===== src/hdl/assert_macros.svh =====
// Assertion macros shared by the scheduler RTL.
// No dependencies; included by files that carry concurrent checks.
`ifndef ASSERT_MACROS_SVH
`define ASSERT_MACROS_SVH

// Implication in the same cycle, checks off during reset
`define ASSERT_IMP(lbl, clk, rst, a, b) \
  lbl: assert property (@(posedge clk) disable iff (rst) (a) |-> (b)) \
    else $error("scheduler assertion failed");

// Implication into the next cycle, also active across reset
`define ASSERT_NXT(lbl, clk, a, b) \
  lbl: assert property (@(posedge clk) (a) |=> (b)) \
    else $error("scheduler assertion failed");

`endif


===== src/hdl/mlfq_pkg.sv =====
// Package for the multilevel feedback queue scheduler.
// Holds default sizes, command and register codes, and shared structs.
package mlfq_pkg;

  localparam int MAX_PROCS_DEF  = 32;
  localparam int MAX_LEVELS_DEF = 4;

  localparam int TIME_W   = 16;
  localparam int ID_OUT_W = 5;
  localparam int CMD_W    = 2;
  localparam int NLVL_W   = 3;
  localparam int CFG_IDX_W = 2;

  // Request commands
  localparam logic [CMD_W-1:0] CMD_TICK   = 2'd0;
  localparam logic [CMD_W-1:0] CMD_ARRIVE = 2'd1;
  localparam logic [CMD_W-1:0] CMD_QUERY  = 2'd2;

  // Configuration register indexes
  localparam logic [CFG_IDX_W-1:0] CFG_NUM_LEVELS = 2'd0;
  localparam logic [CFG_IDX_W-1:0] CFG_QUANTUM0   = 2'd1;
  localparam logic [CFG_IDX_W-1:0] CFG_QUANTUM1   = 2'd2;
  localparam logic [CFG_IDX_W-1:0] CFG_QUANTUM2   = 2'd3;

  localparam logic [TIME_W-1:0] SLICE_MAX = 16'hFFFF;

  typedef struct packed {
    logic [NLVL_W-1:0] num_levels;
    logic [TIME_W-1:0] quantum0;
    logic [TIME_W-1:0] quantum1;
    logic [TIME_W-1:0] quantum2;
  } cfg_t;

  // Queued request from front to back
  typedef struct packed {
    logic              valid;
    logic [CMD_W-1:0]  cmd;
    logic [TIME_W-1:0] burst;
  } req_t;

endpackage


===== src/hdl/mlfq_ram.sv =====
// Generic single-write, single-read RAM with registered read data.
// No dependencies.
module mlfq_ram #(
  parameter int WIDTH = 8,
  parameter int DEPTH = 32
) (
  input  logic                                 clk,
  input  logic                                 we,
  input  logic [((DEPTH > 1) ? $clog2(DEPTH) : 1)-1:0] waddr,
  input  logic [WIDTH-1:0]                     wdata,
  input  logic [((DEPTH > 1) ? $clog2(DEPTH) : 1)-1:0] raddr,
  output logic [WIDTH-1:0]                     rdata
);

  logic [WIDTH-1:0] mem [DEPTH];

  // Write port and registered read port
  always_ff @(posedge clk) begin
    if (we) begin
      mem[waddr] <= wdata;
    end
    rdata <= mem[raddr];
  end

endmodule


===== src/hdl/mlfq_front.sv =====
// Front end: accepts requests, drops unused commands, buffers two deep.
// Depends on mlfq_pkg.
module mlfq_front (
  input  logic                        clk,
  input  logic                        rst,
  input  logic                        in_valid,
  output logic                        in_ready,
  input  logic [mlfq_pkg::CMD_W-1:0]  cmd,
  input  logic [mlfq_pkg::TIME_W-1:0] burst,
  output mlfq_pkg::req_t              req,
  input  logic                        req_pop
);

  logic [mlfq_pkg::CMD_W-1:0]  e_cmd   [2];
  logic [mlfq_pkg::TIME_W-1:0] e_burst [2];
  logic       wr_ptr;
  logic       rd_ptr;
  logic [1:0] cnt;
  logic       push;
  logic       pop;
  logic       known;

  // Classify: only tick, arrival and query reach the back end
  always_comb begin
    known = (cmd inside {mlfq_pkg::CMD_TICK, mlfq_pkg::CMD_ARRIVE, mlfq_pkg::CMD_QUERY});
  end

  assign in_ready  = (cnt != 2'd2);
  assign push      = in_valid && in_ready && known;
  assign pop       = req_pop && (cnt != 2'd0);
  assign req.valid = (cnt != 2'd0);
  assign req.cmd   = e_cmd[rd_ptr];
  assign req.burst = e_burst[rd_ptr];

  // Queue pointers
  always_ff @(posedge clk) begin
    if (rst) begin
      wr_ptr <= 1'b0;
      rd_ptr <= 1'b0;
      cnt    <= 2'd0;
    end else begin
      if (push) begin
        wr_ptr <= ~wr_ptr;
      end
      if (pop) begin
        rd_ptr <= ~rd_ptr;
      end
      if (push && !pop) begin
        cnt <= cnt + 2'd1;
      end else if (pop && !push) begin
        cnt <= cnt - 2'd1;
      end
    end
  end

  // Payload storage
  always_ff @(posedge clk) begin
    if (push) begin
      e_cmd[wr_ptr]   <= cmd;
      e_burst[wr_ptr] <= burst;
    end
  end

endmodule


===== src/hdl/mlfq_back.sv =====
// Back end: runs ticks, arrivals and queries against the level queues.
// Depends on mlfq_pkg and mlfq_ram.
module mlfq_back #(
  parameter int MAX_PROCS  = mlfq_pkg::MAX_PROCS_DEF,
  parameter int MAX_LEVELS = mlfq_pkg::MAX_LEVELS_DEF
) (
  input  logic                          clk,
  input  logic                          rst,
  input  mlfq_pkg::cfg_t                cfg,
  input  mlfq_pkg::req_t                req,
  output logic                          req_pop,
  output logic                          out_valid,
  input  logic                          out_ready,
  output logic                          kind,
  output logic [mlfq_pkg::ID_OUT_W-1:0] proc_id,
  output logic [mlfq_pkg::TIME_W-1:0]   remaining,
  output logic                          rejected,
  output logic                          last
);

  localparam int IDW = (MAX_PROCS > 1) ? $clog2(MAX_PROCS) : 1;
  localparam int CW  = $clog2(MAX_PROCS + 1);
  localparam int LW  = $clog2(MAX_LEVELS);
  localparam int QD  = MAX_LEVELS * MAX_PROCS;
  localparam int QAW = $clog2(QD);
  localparam int TW  = mlfq_pkg::TIME_W;

  localparam logic [3:0] S_IDLE = 4'd0;
  localparam logic [3:0] S_TQ   = 4'd1;
  localparam logic [3:0] S_TID  = 4'd2;
  localparam logic [3:0] S_TEX  = 4'd3;
  localparam logic [3:0] S_ARQ  = 4'd4;
  localparam logic [3:0] S_ARW  = 4'd5;
  localparam logic [3:0] S_AEM  = 4'd6;
  localparam logic [3:0] S_REJ  = 4'd7;
  localparam logic [3:0] S_QRD  = 4'd8;
  localparam logic [3:0] S_QEM  = 4'd9;

  logic [3:0]     state;
  logic [IDW-1:0] head [MAX_LEVELS];
  logic [IDW-1:0] tail [MAX_LEVELS];
  logic [CW-1:0]  fill [MAX_LEVELS];
  logic [LW-1:0]  cur;
  logic [TW-1:0]  slice;
  logic [CW-1:0]  count;
  logic [LW-1:0]  lv_r;
  logic [IDW-1:0] id_r;
  logic [IDW-1:0] idx_r;
  logic [TW-1:0]  burst_r;

  logic           lq_we;
  logic [QAW-1:0] lq_waddr;
  logic [IDW-1:0] lq_wdata;
  logic [QAW-1:0] lq_raddr;
  logic [IDW-1:0] lq_rdata;
  logic           rt_we;
  logic [IDW-1:0] rt_waddr;
  logic [TW-1:0]  rt_wdata;
  logic [IDW-1:0] rt_raddr;
  logic [TW-1:0]  rt_rdata;

  logic           any_ne;
  logic [LW-1:0]  first_lv;
  logic           full;
  logic           arr_ok;
  logic           rot;
  logic           slot_free;
  logic           res_load;
  logic           q_last;
  logic [TW-1:0]  s_base;
  logic [TW-1:0]  s_n;
  logic [TW-1:0]  rem_n;
  logic [TW-1:0]  quant;
  logic [mlfq_pkg::NLVL_W-1:0] nl;
  logic [mlfq_pkg::NLVL_W-1:0] last_lv;
  logic           done_t;
  logic           demote;
  logic [LW-1:0]  lv_dn;

  function automatic logic [IDW-1:0] ring_next(input logic [IDW-1:0] x);
    return (x == IDW'(MAX_PROCS - 1)) ? '0 : x + IDW'(1);
  endfunction

  function automatic logic [QAW-1:0] qaddr(input logic [LW-1:0] lv,
                                           input logic [IDW-1:0] ptr);
    return QAW'(QAW'(lv) * QAW'(MAX_PROCS)) + QAW'(ptr);
  endfunction

  function automatic logic [mlfq_pkg::ID_OUT_W-1:0] id_out(input logic [IDW-1:0] id);
    logic [IDW+mlfq_pkg::ID_OUT_W-1:0] ext;
    ext = {{mlfq_pkg::ID_OUT_W{1'b0}}, id};
    return ext[mlfq_pkg::ID_OUT_W-1:0];
  endfunction

  mlfq_ram #(.WIDTH(IDW), .DEPTH(QD)) u_lq_ram (
    .clk   (clk),
    .we    (lq_we),
    .waddr (lq_waddr),
    .wdata (lq_wdata),
    .raddr (lq_raddr),
    .rdata (lq_rdata)
  );

  mlfq_ram #(.WIDTH(TW), .DEPTH(MAX_PROCS)) u_rt_ram (
    .clk   (clk),
    .we    (rt_we),
    .waddr (rt_waddr),
    .wdata (rt_wdata),
    .raddr (rt_raddr),
    .rdata (rt_rdata)
  );

  // Highest-priority non-empty level
  always_comb begin
    any_ne   = 1'b0;
    first_lv = '0;
    for (int i = MAX_LEVELS - 1; i >= 0; i--) begin
      if (fill[i] != '0) begin
        any_ne   = 1'b1;
        first_lv = LW'(i);
      end
    end
  end

  // Tick arithmetic on the running process
  always_comb begin
    nl = cfg.num_levels;
    if (nl < 3'd2) begin
      nl = 3'd2;
    end
    if (nl > 3'(MAX_LEVELS)) begin
      nl = 3'(MAX_LEVELS);
    end
    last_lv = nl - 3'd1;
    case (lv_r)
      LW'(0):  quant = cfg.quantum0;
      LW'(1):  quant = cfg.quantum1;
      default: quant = cfg.quantum2;
    endcase
    if (quant == '0) begin
      quant = TW'(1);
    end
    s_base = (lv_r != cur) ? '0 : slice;
    s_n    = (s_base == mlfq_pkg::SLICE_MAX) ? s_base : s_base + TW'(1);
    rem_n  = (rt_rdata != '0) ? rt_rdata - TW'(1) : rt_rdata;
    done_t = (rem_n == '0);
    demote = !done_t && (3'(lv_r) < last_lv) && (s_n == quant);
    lv_dn  = lv_r + LW'(1);
  end

  assign full      = (count >= CW'(MAX_PROCS));
  assign arr_ok    = (state == S_IDLE) && req.valid && (req.cmd == mlfq_pkg::CMD_ARRIVE) &&
                     !full;
  assign rot       = (cur != '0) && (slice != '0) && (fill[cur] != '0);
  assign slot_free = !out_valid || out_ready;
  assign res_load  = slot_free && (state inside {S_AEM, S_REJ, S_QEM});
  assign q_last    = ((CW'(idx_r) + CW'(1)) == count);
  assign req_pop   = (state == S_IDLE) && req.valid;

  // Memory port steering
  always_comb begin
    lq_we    = 1'b0;
    lq_waddr = qaddr('0, tail[0]);
    lq_wdata = idx_r;
    if (arr_ok && (req.burst != '0)) begin
      lq_we    = 1'b1;
      lq_waddr = qaddr('0, tail[0]);
      lq_wdata = count[IDW-1:0];
    end else if ((state == S_TEX) && demote) begin
      lq_we    = 1'b1;
      lq_waddr = qaddr(lv_dn, tail[lv_dn]);
      lq_wdata = id_r;
    end else if (state == S_ARW) begin
      lq_we    = 1'b1;
      lq_waddr = qaddr(cur, tail[cur]);
      lq_wdata = lq_rdata;
    end
    lq_raddr = (state == S_ARQ) ? qaddr(cur, head[cur]) : qaddr(lv_r, head[lv_r]);

    rt_we    = 1'b0;
    rt_waddr = id_r;
    rt_wdata = rem_n;
    if (arr_ok) begin
      rt_we    = 1'b1;
      rt_waddr = count[IDW-1:0];
      rt_wdata = req.burst;
    end else if (state == S_TEX) begin
      rt_we    = 1'b1;
    end
    rt_raddr = (state == S_TID) ? lq_rdata : idx_r;
  end

  // Sequencer and queue bookkeeping
  always_ff @(posedge clk) begin
    if (rst) begin
      state     <= S_IDLE;
      cur       <= '0;
      slice     <= '0;
      count     <= '0;
      out_valid <= 1'b0;
      for (int i = 0; i < MAX_LEVELS; i++) begin
        head[i] <= '0;
        tail[i] <= '0;
        fill[i] <= '0;
      end
    end else begin
      // output register: load a new result or clear once taken
      if (res_load) begin
        out_valid <= 1'b1;
      end else if (out_ready) begin
        out_valid <= 1'b0;
      end
      case (state)
        S_IDLE: begin
          if (req.valid) begin
            case (req.cmd)
              mlfq_pkg::CMD_TICK: begin
                if (any_ne) begin
                  lv_r  <= first_lv;
                  state <= S_TQ;
                end
              end
              mlfq_pkg::CMD_ARRIVE: begin
                if (full) begin
                  state <= S_REJ;
                end else begin
                  idx_r   <= count[IDW-1:0];
                  burst_r <= req.burst;
                  count   <= count + CW'(1);
                  if (req.burst != '0) begin
                    tail[0] <= ring_next(tail[0]);
                    fill[0] <= fill[0] + CW'(1);
                  end
                  if (rot) begin
                    state <= S_ARQ;
                  end else begin
                    // level 0 keeps its slice; a lower level is preempted
                    if (cur != '0) begin
                      cur   <= '0;
                      slice <= '0;
                    end
                    state <= S_AEM;
                  end
                end
              end
              mlfq_pkg::CMD_QUERY: begin
                if (count != '0) begin
                  idx_r <= '0;
                  state <= S_QRD;
                end
              end
              default: begin
                state <= S_IDLE;
              end
            endcase
          end
        end
        S_TQ: begin
          state <= S_TID;
        end
        S_TID: begin
          id_r  <= lq_rdata;
          state <= S_TEX;
        end
        S_TEX: begin
          cur <= lv_r;
          if (done_t || demote) begin
            head[lv_r] <= ring_next(head[lv_r]);
            fill[lv_r] <= fill[lv_r] - CW'(1);
            slice      <= '0;
          end else begin
            slice <= s_n;
          end
          if (demote) begin
            tail[lv_dn] <= ring_next(tail[lv_dn]);
            fill[lv_dn] <= fill[lv_dn] + CW'(1);
          end
          state <= S_IDLE;
        end
        S_ARQ: begin
          state <= S_ARW;
        end
        S_ARW: begin
          // rotate the preempted head to the tail of its own level
          head[cur] <= ring_next(head[cur]);
          tail[cur] <= ring_next(tail[cur]);
          cur       <= '0;
          slice     <= '0;
          state     <= S_AEM;
        end
        S_AEM: begin
          if (slot_free) begin
            kind      <= 1'b0;
            proc_id   <= id_out(idx_r);
            remaining <= burst_r;
            rejected  <= 1'b0;
            last      <= 1'b1;
            state     <= S_IDLE;
          end
        end
        S_REJ: begin
          if (slot_free) begin
            kind      <= 1'b0;
            proc_id   <= '0;
            remaining <= '0;
            rejected  <= 1'b1;
            last      <= 1'b1;
            state     <= S_IDLE;
          end
        end
        S_QRD: begin
          state <= S_QEM;
        end
        S_QEM: begin
          if (slot_free) begin
            kind      <= 1'b1;
            proc_id   <= id_out(idx_r);
            remaining <= rt_rdata;
            rejected  <= 1'b0;
            last      <= q_last;
            if (q_last) begin
              state <= S_IDLE;
            end else begin
              idx_r <= idx_r + IDW'(1);
              state <= S_QRD;
            end
          end
        end
        default: begin
          state <= S_IDLE;
        end
      endcase
    end
  end

endmodule


===== src/hdl/multilevel_feedback_queue_scheduler.sv =====
// Multilevel feedback queue scheduler, top level.
// Requests enter on in_valid/in_ready with cmd (0 tick, 1 arrival, 2 query)
// and burst. Results leave on out_valid/out_ready with kind, proc_id,
// remaining, rejected and last; last marks the final result of a request.
// A tick gives no result; an arrival gives one acknowledge (or a refusal
// when the process table is full); a query gives one entry per process.
// The front end buffers two requests, so requests are taken while the back
// end works or while a result waits in the output register.
// A tick runs through a queue read, an id read and an update; an arrival
// goes straight to its result, or first rotates a preempted process; a
// query emits one entry per process in turn. The queue and time memories
// have registered reads. A stalled receiver holds the result and pauses
// the back end; the front end fills and then drops in_ready.
// Reset clears all queues, counters and the configuration (3 levels,
// quanta 4, 8, 16); the memories need no clearing pass.
// Depends on mlfq_pkg, mlfq_front, mlfq_back, mlfq_ram, assert_macros.svh.
`include "assert_macros.svh"

module multilevel_feedback_queue_scheduler #(
  parameter int MAX_PROCS  = mlfq_pkg::MAX_PROCS_DEF,
  parameter int MAX_LEVELS = mlfq_pkg::MAX_LEVELS_DEF
) (
  input  logic                           clk,
  input  logic                           rst,
  input  logic                           cfg_we,
  input  logic [mlfq_pkg::CFG_IDX_W-1:0] cfg_index,
  input  logic [mlfq_pkg::TIME_W-1:0]    cfg_data,
  input  logic                           in_valid,
  output logic                           in_ready,
  input  logic [mlfq_pkg::CMD_W-1:0]     cmd,
  input  logic [mlfq_pkg::TIME_W-1:0]    burst,
  output logic                           out_valid,
  input  logic                           out_ready,
  output logic                           kind,
  output logic [mlfq_pkg::ID_OUT_W-1:0]  proc_id,
  output logic [mlfq_pkg::TIME_W-1:0]    remaining,
  output logic                           rejected,
  output logic                           last
);

  mlfq_pkg::cfg_t cfg;
  mlfq_pkg::req_t req;
  logic           req_pop;

  // Configuration registers
  always_ff @(posedge clk) begin
    if (rst) begin
      cfg.num_levels <= 3'd3;
      cfg.quantum0   <= 16'd4;
      cfg.quantum1   <= 16'd8;
      cfg.quantum2   <= 16'd16;
    end else if (cfg_we) begin
      case (cfg_index)
        mlfq_pkg::CFG_NUM_LEVELS: cfg.num_levels <= cfg_data[mlfq_pkg::NLVL_W-1:0];
        mlfq_pkg::CFG_QUANTUM0:   cfg.quantum0   <= cfg_data;
        mlfq_pkg::CFG_QUANTUM1:   cfg.quantum1   <= cfg_data;
        mlfq_pkg::CFG_QUANTUM2:   cfg.quantum2   <= cfg_data;
        default:                  cfg.num_levels <= cfg.num_levels;
      endcase
    end
  end

  mlfq_front u_front (
    .clk      (clk),
    .rst      (rst),
    .in_valid (in_valid),
    .in_ready (in_ready),
    .cmd      (cmd),
    .burst    (burst),
    .req      (req),
    .req_pop  (req_pop)
  );

  mlfq_back #(
    .MAX_PROCS  (MAX_PROCS),
    .MAX_LEVELS (MAX_LEVELS)
  ) u_back (
    .clk       (clk),
    .rst       (rst),
    .cfg       (cfg),
    .req       (req),
    .req_pop   (req_pop),
    .out_valid (out_valid),
    .out_ready (out_ready),
    .kind      (kind),
    .proc_id   (proc_id),
    .remaining (remaining),
    .rejected  (rejected),
    .last      (last)
  );

  // Checks
  `ASSERT_IMP(a_rej_form, clk, rst, out_valid && rejected, !kind && last && remaining == '0)
  `ASSERT_IMP(a_query_ok, clk, rst, out_valid && kind, !rejected)
  `ASSERT_NXT(a_rst_idle, clk, rst, !out_valid)

endmodule


===== config.mk =====
export PLATFORM = sky130hd
export DESIGN_NAME = multilevel_feedback_queue_scheduler
export DESIGN_NICKNAME = d
export VERILOG_FILES = /design/src/hdl/mlfq_pkg.sv /design/src/hdl/mlfq_ram.sv /design/src/hdl/mlfq_front.sv /design/src/hdl/mlfq_back.sv /design/src/hdl/multilevel_feedback_queue_scheduler.sv
export VERILOG_INCLUDE_DIRS = /design/src /design/src/hdl
export SDC_FILE = /design/constraint.sdc
export NUM_CORES = 2
export LEC_CHECK = 0
export ABC_AREA = 1
export BUFFER_PORTS_ARGS = -buffer_cell sky130_fd_sc_hd__buf_2
export CAP_MARGIN = 20
export CORE_UTILIZATION = 26
export DETAILED_ROUTE_END_ITERATION = 10
export GPL_ROUTABILITY_DRIVEN = 0
export PLACE_DENSITY = 0.46
export SETUP_SLACK_MARGIN = 0.15
export SLEW_MARGIN = 20
export SYNTH_ARGS = -nofsm -noshare
export SYNTH_HDL_FRONTEND = slang
export SYNTH_SLANG_ARGS = --single-unit

===== constraint.sdc =====
create_clock -name clk -period 18.8 [get_ports clk]
set_input_delay 0.94 -clock clk [delete_from_list [all_inputs] [get_ports clk]]
set_output_delay 0.94 -clock clk [all_outputs]
set_load 0.005 [all_outputs]

==> results list <==
* Outcome: complete, no violations
- Clock network fraction of design power: 0.284
* Data required time at the worst endpoint: slightly below 20 ns
- In the synthesized netlist the async set-or-reset flop fraction comes to 0.
- Highest Clock Rate: 0.138 GHz
- STA classifies the critical path endpoint as a flip-flop.
- Measured along the y axis, the die boundary spans just under 500 um.
* Via count: 41,694
- Effective utilization at floorplan: 0.263
- The clock arrives with ~0.042 ns of skew.
- After the last flow step, the layout net total stands at 5,388.
- CTS H-tree lvls: 4
- Count of mapped cells out of synthesis: 5,345
- Clock-pin slew was measured on the worst setup and hold paths at 0.06 ns.
- The die covers 233,000 um^2.
- Combined area of all synthesized cells: 60,000 um^2
- Launching element type of the critical path: flip-flop
- Internal power of the cells: 6.50 mW
- Static power due to leakage: between 20 and 25 nW
- Counting tap cells, the placed design contains a total of 8,171 instances.
- Setup repair after global routing left no endpoint under its margin.
- Total net switching power: around 4 mW
* Launch point of the worst hold path: burst[3]
* Synth top area share: 0.653
* Largest driver fanout on the critical path: 75
- Of the synthesized area, sequential elements account for 0.689.
- Max_slew headroom: 0.224
* Number of storage elements in the synthesis netlist: 1,412
* Setup slack of the most critical reg-to-reg path: 11.53 ns
- Setup slack after layout: 11.53 ns
- TritonCTS built the clock tree.
- Number of core rows: roughly 180
- Count of input and output buffers: 66
- Relative contribution of sequential cells to total power: 0.395
- Mean instance size in the synthesized netlist: between 10 and 15 um^2
- Layout-stage area growth over the synthesis result: 14.7%
* Layout cell share with drive strength beyond 1: 0.0906
- At the placement stage, the worst setup path has a slack of between 10 and 15 ns.
- Core utilization of the finished layout: 0.301
- The worst register-to-register path ends at u_back.u_lq_ram.mem[0][4].
* Hold Crit Depth: 1
* Setup repair bufs after CTS: 0
- Setup total negative slack on the finished layout was measured at 0 ns.
* Shortest period the worst path allows: a little over 7 ns
* Remaining antenna violation count: 0
- Final hold violation count: 0
* Horiz. Die Dim: 482 um
- After the flow finishes, the layout carries non-filler instances totaling 8,445.
- The number of antenna violations at the first check in global routing was 1.
- After detailed routing, the number of remaining DRC violations is 0.
- Clock latency on the worst-skew pair, taken at its later pin, is 0.80 ns.
- In this run, the number of DRC markers left after iteration 0 of detailed routing was between 4,000 and 5,000.
* Ratio of final minimum period to clock period: 0.386
- Vias per Instance: 4.94
- By area the synthesized netlist is led by sky130_fd_sc_hd__edfxtp_1 (65%), sky130_fd_sc_hd__nor2_1 (6.8%), sky130_fd_sc_hd__o21ai_0 (6.8%), sky130_fd_sc_hd__dfxtp_1 (3.6%), sky130_fd_sc_hd__nand2_1 (3.4%).
- Length of the first detailed-routing pass in iterations: 6
- Counting flops with a built-in enable in the synthesized netlist gives 1,304.
* Final setup violation count: 0
- The tree is rooted in a sky130_fd_sc_hd__clkbuf_16.
- Synth area leader: sky130_fd_sc_hd__edfxtp_1
- For the worst flop-to-flop path, the logic depth is 18.
- The first global-routing pass estimated 270,000 um of wire.
* Final count of pins violating max slew: 0
- DR WL/cell: 21.5 um
- Number of global-route vias before repair: 41,049
* Congestion Overflow GR: 0
* Number of different library cells in the post-synthesis netlist: 55
* Dominant synthesized flop cell: sky130_fd_sc_hd__edfxtp_1
* Global Route Usage Sum: 0.153
- Yosys warnings: 0
- The number of nets handed over by synthesis was ~5,400.
- Wirelength, routed: 182,000 um
* Clock sink count: 1,412
- Combinational power share: 0.321
- IO Count: 67
- The total area inside the core boundary comes to 228,000 um^2.
- Number of buffers added to fix hold violations after cts: 0
- The critical path is of the flip-flop to flip-flop type.
* TritonCTS Buffers: 150
- After legalization and detailed placement, the total HPWL measured 110,000 um.
- STA puts the critical path data arrival time at 7.76 ns.
- Across the run, the number of max-cap violations was 0.
- For the pin with the worst max-slew slack, the measured transition is approximately 1.2 ns.
- Entering global routing, the biggest net connects 176 pins.
* Switching fraction of total power: 0.382
- CTS-repair resized insts: 0
* Worst-case hold path end point: u_front.e_burst[0][3]
- CTS max path bufs: 3
- Dividing total power by cell area gives a power density of 153 nW/um^2.
* Worst IR drop on VDD: ~0.00016 V
* Type of the most critical hold path: input pin to flip-flop
==> power by group through the flow <==
stage | Clock, mW | Combinational, mW | Sequential, mW
final | 2.99 | 3.38 | 4.15
after global routing | 3.17 | 3.66 | 4.16
after CTS | 3.05 | 3.40 | 4.15
after detailed placement | 0 | 3.39 | 4.22
after global placement | 0 | 3.38 | 4.22
after floorplan | 0 | 1.85 | 4.29
==> synthesized netlist by cell type, types with 4 or more instances <==
cell type / number
sky130_fd_sc_hd__ha_1: 31
sky130_fd_sc_hd__o211ai_1: 54
sky130_fd_sc_hd__xor2_1: 24
sky130_fd_sc_hd__nand3_1: 163
sky130_fd_sc_hd__o221ai_1: 119
sky130_fd_sc_hd__edfxtp_1: 1304
sky130_fd_sc_hd__buf_2: 17
sky130_fd_sc_hd__nor2_1: 1093
sky130_fd_sc_hd__nand3_2: 10
sky130_fd_sc_hd__nor4_1: 12
sky130_fd_sc_hd__or2_2: 9
sky130_fd_sc_hd__inv_2: 8
sky130_fd_sc_hd__buf_4: 4
sky130_fd_sc_hd__dfxtp_1: 108
sky130_fd_sc_hd__o211a_1: 8
sky130_fd_sc_hd__inv_1: 223
sky130_fd_sc_hd__nand2_1: 547
sky130_fd_sc_hd__a31oi_1: 32
sky130_fd_sc_hd__clkinv_1: 7
sky130_fd_sc_hd__o22ai_1: 222
sky130_fd_sc_hd__a311oi_1: 7
sky130_fd_sc_hd__o21ai_1: 10
sky130_fd_sc_hd__nand3b_1: 6
sky130_fd_sc_hd__o21ai_0: 818
sky130_fd_sc_hd__xnor2_1: 8
sky130_fd_sc_hd__and3_1: 4
sky130_fd_sc_hd__nor3_1: 16
sky130_fd_sc_hd__nor2_4: 4
sky130_fd_sc_hd__buf_1: 5
sky130_fd_sc_hd__nand2_2: 6
sky130_fd_sc_hd__nor2_2: 9
sky130_fd_sc_hd__a21oi_1: 81
sky130_fd_sc_hd__o31ai_1: 4
sky130_fd_sc_hd__nand4_1: 36
sky130_fd_sc_hd__clkbuf_1: 293
sky130_fd_sc_hd__nand4_2: 4
sky130_fd_sc_hd__a32oi_1: 8
==> layer usage <==
layer | track usage | wire (um) | up-vias | share of wire
met1 | 0.212 | 83300 | 20994 | 0.46
met2 | 0.252 | 85900 | 1181 | 0.47
met5 | 0 | 0 | - | 0
met4 | 0.0361 | 3190 | 0 | 0.018
li1 | - | - | 19303 | -
met3 | 0.0216 | 9340 | 216 | 0.051
==> final cells by class <==
cell class / instances / area, um^2
well taps: 3009 / 3760
clock inverters: 81 / 912
multi-input cells: 3373 / 16900
inverters: 239 / 920
fillers: 23377 / 160000
clock buffers: 188 / 4020
flip-flops and latches: 1412 / 41300
diodes: 3 / 7.51
repair buffers: 140 / 947
==> sequential cells by signal, indices dropped and copies added, names as in the netlist, 5 cells and up, named ones only <==
signal	cells
u_back.u_lq_ram.mem	640
u_back.u_rt_ram.rdata	16
u_front.e_burst	32
u_back.count	6
u_back.fill	24
u_back.tail	20
u_back.u_lq_ram.rdata	5
u_back.u_rt_ram.mem	512
cfg	51
u_back.id_r	5
u_back.burst_r	16
u_back.head	20
u_back.idx_r	5
u_back.proc_id	5
u_back.slice	16
u_back.remaining	16
==> worst max-delay path by stage <==
| stage | startpoint | slack (ns) | depth (start not counted) | endpoint |
|---|---|---|---|---|
| final | flip-flop | 11.53 | 18 | u_back.u_lq_ram.mem[0][4] |
| after global routing | flip-flop | 10.86 | 18 | u_back.u_lq_ram.mem[109][3] |
| after CTS | flip-flop | 11.43 | 18 | u_back.u_lq_ram.mem[109][4] |
| after detailed placement | flip-flop | 11.49 | 18 | u_back.u_lq_ram.mem[68][4] |
| after global placement | flip-flop | 11.63 | 18 | u_back.u_lq_ram.mem[64][4] |
| after floorplan | flip-flop | 9.93 | 15 | u_back.u_lq_ram.mem[0][0] |
==> cell families (layout without fill, tap and decap cells) <==
kind of cell               Yosys count  in the layout  share of synthesized area
and+or+nand+nor                   1926           1926                      0.130
other                                0              3                          0
AOI/OAI and AO/OA                 1383           1383                      0.133
DFF                               1412           1412                      0.689
xor gates and xnor gates            33             33                    0.00494
adders and majority gates           31             31                    0.00647
buffers and inverters              560            648                     0.0359
==> stage by stage <==
step                      power (mW)  cell area [um^2]  hold slack (ns)
after floorplan                 6.14             60000            0.425
after global placement          7.60             63800            0.437
after detailed placement        7.61             63800            0.449
after CTS                       10.6             68700            0.273
after global routing            11.0             68800            0.281
final                           10.5             68800            0.330
==> cell usage in the layout (no fill, tap or decap), drive strengths merged, types with 4 or more instances in the layout <==
master / count
nand3: 173
clkbuf: 188
a21oi: 82
a31oi: 32
xor2: 24
xnor2: 9
buf: 140
a311oi: 7
o22ai: 222
clkinv: 67
a32oi: 8
o221ai: 119
dfxtp: 108
o211ai: 54
nand2: 555
edfxtp: 1304
o211a: 8
and3: 4
o31ai: 4
nand3b: 6
o21ai: 831
bufinv: 11
ha: 31
nor2: 1106
nor3: 17
nor4: 12
or2: 9
inv: 242
nand4: 40
==> critical path, stage by stage (launching register included) <==
cell and delay (ns):
sky130_fd_sc_hd__dfxtp_1 0.76, sky130_fd_sc_hd__clkinv_1 0.67, sky130_fd_sc_hd__or2_2 0.47, sky130_fd_sc_hd__o21ai_0 0.17, sky130_fd_sc_hd__inv_1 0.12, sky130_fd_sc_hd__ha_1 0.21
sky130_fd_sc_hd__inv_1 0.08, sky130_fd_sc_hd__nor2_1 0.08, sky130_fd_sc_hd__inv_1 0.08, sky130_fd_sc_hd__nor2_1 0.06, sky130_fd_sc_hd__nand2_1 0.54, sky130_fd_sc_hd__clkinv_1 0.59
sky130_fd_sc_hd__nand2_1 0.82, sky130_fd_sc_hd__inv_1 0.17, sky130_fd_sc_hd__a21oi_1 0.16, sky130_fd_sc_hd__o21ai_0 0.19, sky130_fd_sc_hd__o21ai_4 0.10, sky130_fd_sc_hd__buf_4 0.82
sky130_fd_sc_hd__buf_4 0.76
Note: power is estimated with default switching activity, not from simulation.
